$ cat src/hw/rtl/assert_macros.svh
// Assertion macros included by the RTL top, matrix_inverse_adjugate.sv.
// Needs clk and arst_n in the scope where a macro is used.
`ifndef ASSERT_MACROS_SVH
`define ASSERT_MACROS_SVH

// Implication checked at every clock edge outside reset.
`define ASSERT_IMPL(label, ante, cons) \
	label: assert property (@(posedge clk) disable iff (!arst_n) (ante) |-> (cons)) \
		else $error("implication check failed");

// Condition that must never hold outside reset.
`define ASSERT_NEVER(label, cond) \
	label: assert property (@(posedge clk) disable iff (!arst_n) !(cond)) \
		else $error("forbidden condition seen");

`endif

$ cat src/hw/rtl/mia_pkg.sv
// Shared types and saturating Q16.16 helpers for the adjugate inverse.
// No dependencies.
package mia_pkg;

	localparam logic [63:0] S64_MAX = 64'h7FFF_FFFF_FFFF_FFFF;
	localparam logic [63:0] S64_MIN = 64'h8000_0000_0000_0000;
	localparam logic [31:0] Q_MAX = 32'h7FFF_FFFF;
	localparam logic [31:0] Q_MIN = 32'h8000_0000;

	typedef struct packed {
		logic busy;
		logic done;
	} unit_stat_t;

	function automatic logic [63:0] mag64(input logic [63:0] a);
		return a[63] ? (64'd0 - a) : a;
	endfunction

	function automatic logic [63:0] sat_add(input logic [63:0] a, input logic [63:0] b);
		logic [63:0] s;
		s = a + b;
		if (a[63] == b[63] && s[63] != a[63])
			return a[63] ? S64_MIN : S64_MAX;
		return s;
	endfunction

	function automatic logic [63:0] sat_sub(input logic [63:0] a, input logic [63:0] b);
		logic [63:0] d;
		d = a - b;
		if (a[63] != b[63] && d[63] != a[63])
			return a[63] ? S64_MIN : S64_MAX;
		return d;
	endfunction

	function automatic logic [63:0] sat_neg(input logic [63:0] a);
		return sat_sub(64'd0, a);
	endfunction

endpackage

$ cat src/hw/rtl/mia_qdiv.sv
// Bit-serial restoring divider: (num << 16) / den, truncated, clipped to Q16.16.
// Depends on mia_pkg.
module mia_qdiv import mia_pkg::*; (
	input  logic        clk,
	input  logic        arst_n,
	input  logic        start,
	input  logic [63:0] num,
	input  logic [63:0] den,
	output logic [31:0] q,
	output logic        sat,
	output unit_stat_t  stat
);

	localparam logic [1:0] D_IDLE = 2'd0;
	localparam logic [1:0] D_RUN  = 2'd1;
	localparam logic [1:0] D_FIN  = 2'd2;

	logic [1:0]  st_q;
	logic [5:0]  cnt_q;
	logic [63:0] r_q, lo_q, q_q, dm_q;
	logic        neg_q, done_q, sat_q;
	logic [31:0] y_q;
	logic [63:0] nm, dm, limit;
	logic [64:0] rs;
	logic        ge;
	logic [31:0] qq;
	logic        qsat;

	always_comb begin
		nm = mag64(num);
		dm = mag64(den);
		rs = {r_q, lo_q[63]};
		ge = (rs >= {1'b0, dm_q});
		limit = neg_q ? 64'h0000_0000_8000_0000 : 64'h0000_0000_7FFF_FFFF;
		qsat = (q_q > limit);
		qq = qsat ? limit[31:0] : q_q[31:0];
	end

	always_ff @(posedge clk or negedge arst_n) begin
		if (!arst_n) begin
			st_q <= D_IDLE;
			done_q <= 1'b0;
		end else begin
			done_q <= 1'b0;
			case (st_q)
				D_IDLE: if (start) begin
					if (dm == 64'd0 || {48'd0, nm[63:48]} >= dm)
						done_q <= 1'b1;
					else
						st_q <= D_RUN;
				end
				D_RUN: if (cnt_q == 6'd63) st_q <= D_FIN;
				D_FIN: begin
					done_q <= 1'b1;
					st_q <= D_IDLE;
				end
				default: st_q <= D_IDLE;
			endcase
		end
	end

	always_ff @(posedge clk) begin
		case (st_q)
			D_IDLE: if (start) begin
				neg_q <= num[63] ^ den[63];
				dm_q <= dm;
				r_q <= {48'd0, nm[63:48]};
				lo_q <= {nm[47:0], 16'd0};
				q_q <= '0;
				cnt_q <= 6'd0;
				// preset the clipped result; it stands when the quotient cannot fit, else D_FIN overwrites it
				sat_q <= 1'b1;
				y_q <= (num[63] ^ den[63]) ? Q_MIN : Q_MAX;
			end
			D_RUN: begin
				r_q <= ge ? 64'(rs - {1'b0, dm_q}) : rs[63:0];
				lo_q <= {lo_q[62:0], 1'b0};
				q_q <= {q_q[62:0], ge};
				cnt_q <= cnt_q + 6'd1;
			end
			D_FIN: begin
				sat_q <= qsat;
				y_q <= neg_q ? (32'd0 - qq) : qq;
			end
			default: ;
		endcase
	end

	assign q = y_q;
	assign sat = sat_q;
	assign stat.busy = (st_q != D_IDLE);
	assign stat.done = done_q;

endmodule

$ cat config.mk
export PLATFORM = sky130hd
export DESIGN_NAME = mia_qdiv
export DESIGN_NICKNAME = d
export VERILOG_FILES = /design/src/hw/rtl/assert_macros.svh /design/src/hw/rtl/mia_pkg.sv /design/src/hw/rtl/mia_qdiv.sv
export SDC_FILE = /design/constraint.sdc
export NUM_CORES = 1
export LEC_CHECK = 0
export BUFFER_PORTS_ARGS = -buffer_cell sky130_fd_sc_hd__buf_2
export CAP_MARGIN = 20
export CELL_PAD_IN_SITES_DETAIL_PLACEMENT = 1
export CELL_PAD_IN_SITES_GLOBAL_PLACEMENT = 1
export CORE_ASPECT_RATIO = 0.5
export CORE_MARGIN = 2
export CORE_UTILIZATION = 45
export CTS_CLUSTER_SIZE = 20
export DETAILED_ROUTE_END_ITERATION = 8
export PLACE_DENSITY_LB_ADDON = 0.05
export REMOVE_ABC_BUFFERS = 1
export SYNTH_ARGS = -nofsm -noshare
export SYNTH_HDL_FRONTEND = slang
export SYNTH_SLANG_ARGS = --single-unit
$ cat constraint.sdc
create_clock -name clk -period 16.3 [get_ports clk]
set_input_delay 3.26 -clock clk [delete_from_list [all_inputs] [get_ports clk]]
set_output_delay 3.26 -clock clk [all_outputs]
set_load 0.01 [all_outputs]
==> flow_summary.ini <==
[status]
status = finished clean

[setup_path]
worstSetupEndpointType = flip-flop
critPathMostFrequentCell = o21ai_0
critPathLaunch = num[3]
crit_chain = buf_2 -> or4_1 -> nor4_1 -> nand3_1 -> o21ai_0 -> o21ai_0 -> a21oi_1 -> xor2_1 -> ha_1 -> nand2b_1 -> a21o_1 -> a21o_1 -> a211oi_1 -> o21ai_0 -> o211ai_1 -> a21oi_1 -> o21ai_0 -> a2111oi_2 -> o21ai_0
cp.arrival_ns = 8.35
cp.required_ns = 16.75
r2r-end = r_q[26]
rrSetupSlack_ns = 10.14
slowest_delay_ns = 0.73
crit_path_top_delay_cell = a2111oi_2
critPathCapture = st_q[0]
start_kind = input pin
crit_fanout = 5
r2r_cells = 12
critPathKind = in -> reg
r2r_start = r_q[34]

[timing]
fmax_mhz = 127
fin_crit_sh_pct = 48.4
layout_min_cycle_time_ns = 7.90
final-hold-violation-count = 0
rsz0062_at_grt = false
slew_headroom_pct = 31.5
finalSetupViolCount = 0
worst_pin_slew_ns = 1.03
slew_violations = 0
worst_slack_ns = 8.40
clock_skew_ns = 0.0244
tns_ns = 0

[cells_and_area]
syn2layout_area_growth_pct = 11.6
drive_gt1_share_pct = 11.7
diodes = 0
final_util_pct = 50.7
final_nets = 2600
final_common_cell = edfxtp_1
final_cell_mix = edfxtp_1 (280), nand2_1 (262), o21ai_0 (175)

[routing]
via_count = 17600
routed_wl_um = 62300
wl_met1_um = 28200
postRouteAntennaNets = 0
dr.first_iter.drc_count = 1114
dr.pass1.iters = 7
routed-wl-met2_um = 29700
vias_per_cell = 5.93
wl_per_cell_um = 21.0
dr_wl_met3_um = 2670
drc = 0
highest_layer = met4

[synth]
synthArstFlopShare_pct = 1.06
yosysSeqAreaShare_pct = 41.5
yosysWarnings = 0
synth_top_area_share_pct = 41.1
synth_top_family_by_area = simple AND/OR/NAND/NOR gates
muxShareOfSynthArea_pct = 1.20
syn_avg_cell_area_sq_um = 9.11
synth.distinct_cells = 70
ys.flop_type = edfxtp_1
synth_area_leaders = edfxtp_1 (41%), ha_1 (7.1%), nand2_1 (4.8%)
synth_edf_count = 280
synthXorXnorAreaFrac_pct = 8.01
yosys.area_share.adder_pct = 7.19
syn_area_sq_mm = 0.0205
ys_seq_elements = 283
synth_top_area_cell = edfxtp_1
synth-simple-area-share_pct = 19.1
synth_compound_area_share_pct = 18.6
syn_inst = 2245

[clocking]
cts_buffers = 30
clk_latency_ns = 0.60
clockRootBuffer = clkbuf_16
cts.repair.resized = 0
cts.sinks = 283
cts_setup_buffers = 0
clockBufferDepth = 3
cts_hold_buf = 0
cts_tree = yes
clk_pin_slew_worst_paths_ns = 0.07
h-tree-depth = 1

[floorplan]
core_area_sq_mm = 0.0450
rows = 55
die_area_sq_mm = 0.0473
die_y_um = 155
die_x_um = 305
start_util_pct = 45.4
ios = 166

[placement]
portBuffers = 165
place_worst_setup_slack_ns = 7.82
hpwl_um = 46000
routabilityCongestion = 0.902

[pwr]
powerDensity_mw_per_mm2 = 86.9
ir_worst_vdd_mv = 0.0753
power.static_leakage_nw = 9.19
power_w = 0.00198

[hold_path]
min_path_type = reg -> reg

[global_route]
grt_max_degree = 106
grt_pass1_wl_um = 98600
grt_pass1_vias = 17900
grt_use_total_pct = 26.0
grt_overflow = 0
antenna_found_initial = 0

[job]
drv_cap = 0
-- per-stage QoR --
step	cells	hold slack, ns	area, sq um
after detailed placement	2918	0.513	21800
after global placement	2918	0.503	21800
after CTS	2974	0.531	22800
after floorplan	2136	0.496	20000
after global routing	2974	0.568	22800
final	2974	0.525	22800
-- final cells by class --
type	instances	area [sq um]
clock buffer	35	769
clock inverter	21	280
fill	5277	22200
inverter	128	480
multi-input combinational	1725	11100
sequential	283	8480
tap	598	748
timing repair buffer	184	968
-- power by group --
part / switching [W] / total [W] / internal [W]
Sequential: 0.0000129 / 0.000842 / 0.000829
Combinational: 0.000243 / 0.000394 / 0.000151
Clock: 0.000314 / 0.000748 / 0.000435
Total: 0.000570 / 0.00198 / 0.00141
-- critical path, delay by kind of cell --
family                   cells  cell delay [ns]
AO/OA/AOI/OAI               12             2.91
AND/OR/NAND/NOR              4             1.66
adder cells (fa/ha/maj)      1             0.28
buffers and inverters        1             0.13
XOR/XNOR                     1             0.11
-- cells by family (layout without fill, tap and decap cells) --
family                   after synthesis  count (layout)
AND/OR/NAND/NOR                      792             792
AO/OA/AOI/OAI                        606             606
flip-flops                           283             283
buffers and inverters                237             368
XOR/XNOR                             187             187
adder cells (fa/ha/maj)              117             117
multiplexers                          23              23
-- cell usage after synthesis (35+ instances only) --
| cell type | number |
|---|---|
| a21o_1 | 48 |
| a21oi_1 | 152 |
| a31oi_1 | 35 |
| and2_1 | 67 |
| clkbuf_1 | 93 |
| edfxtp_1 | 280 |
| ha_1 | 116 |
| inv_1 | 128 |
| nand2_1 | 264 |
| nand3_1 | 53 |
| nor2_1 | 147 |
| nor3_1 | 59 |
| nor4_1 | 42 |
| o21ai_0 | 176 |
| o31ai_1 | 45 |
| xnor2_1 | 110 |
| xor2_1 | 77 |
-- routing by layer --
layer | global-route usage, % | up-vias
met5 | 0 | -
met2 | 44.9 | 365
met4 | 7.60 | 0
met1 | 33.7 | 8680
met3 | 4.18 | 103
li1 | - | 8473
-- state kept, by name, summed over array words and instances (netlist names) --
name / count
st_q: 2
cnt_q: 6
lo_q: 48
dm_q: 64
done_q: 1
neg_q: 1
sat: 1
r_q: 64
q_q: 64
q: 32
-- worst min path at each step --
stage | start | endpoint | cells after the start
3_5_place_dp | lo_q[38] | lo_q[39] | 2
5_1_grt | lo_q[52] | lo_q[53] | 2
2_1_floorplan | lo_q[16] | lo_q[17] | 2
3_3_place_gp | lo_q[24] | lo_q[25] | 2
6_report | lo_q[25] | lo_q[26] | 2
4_1_cts | lo_q[37] | lo_q[38] | 2
(Power assumes the default switching activity.)
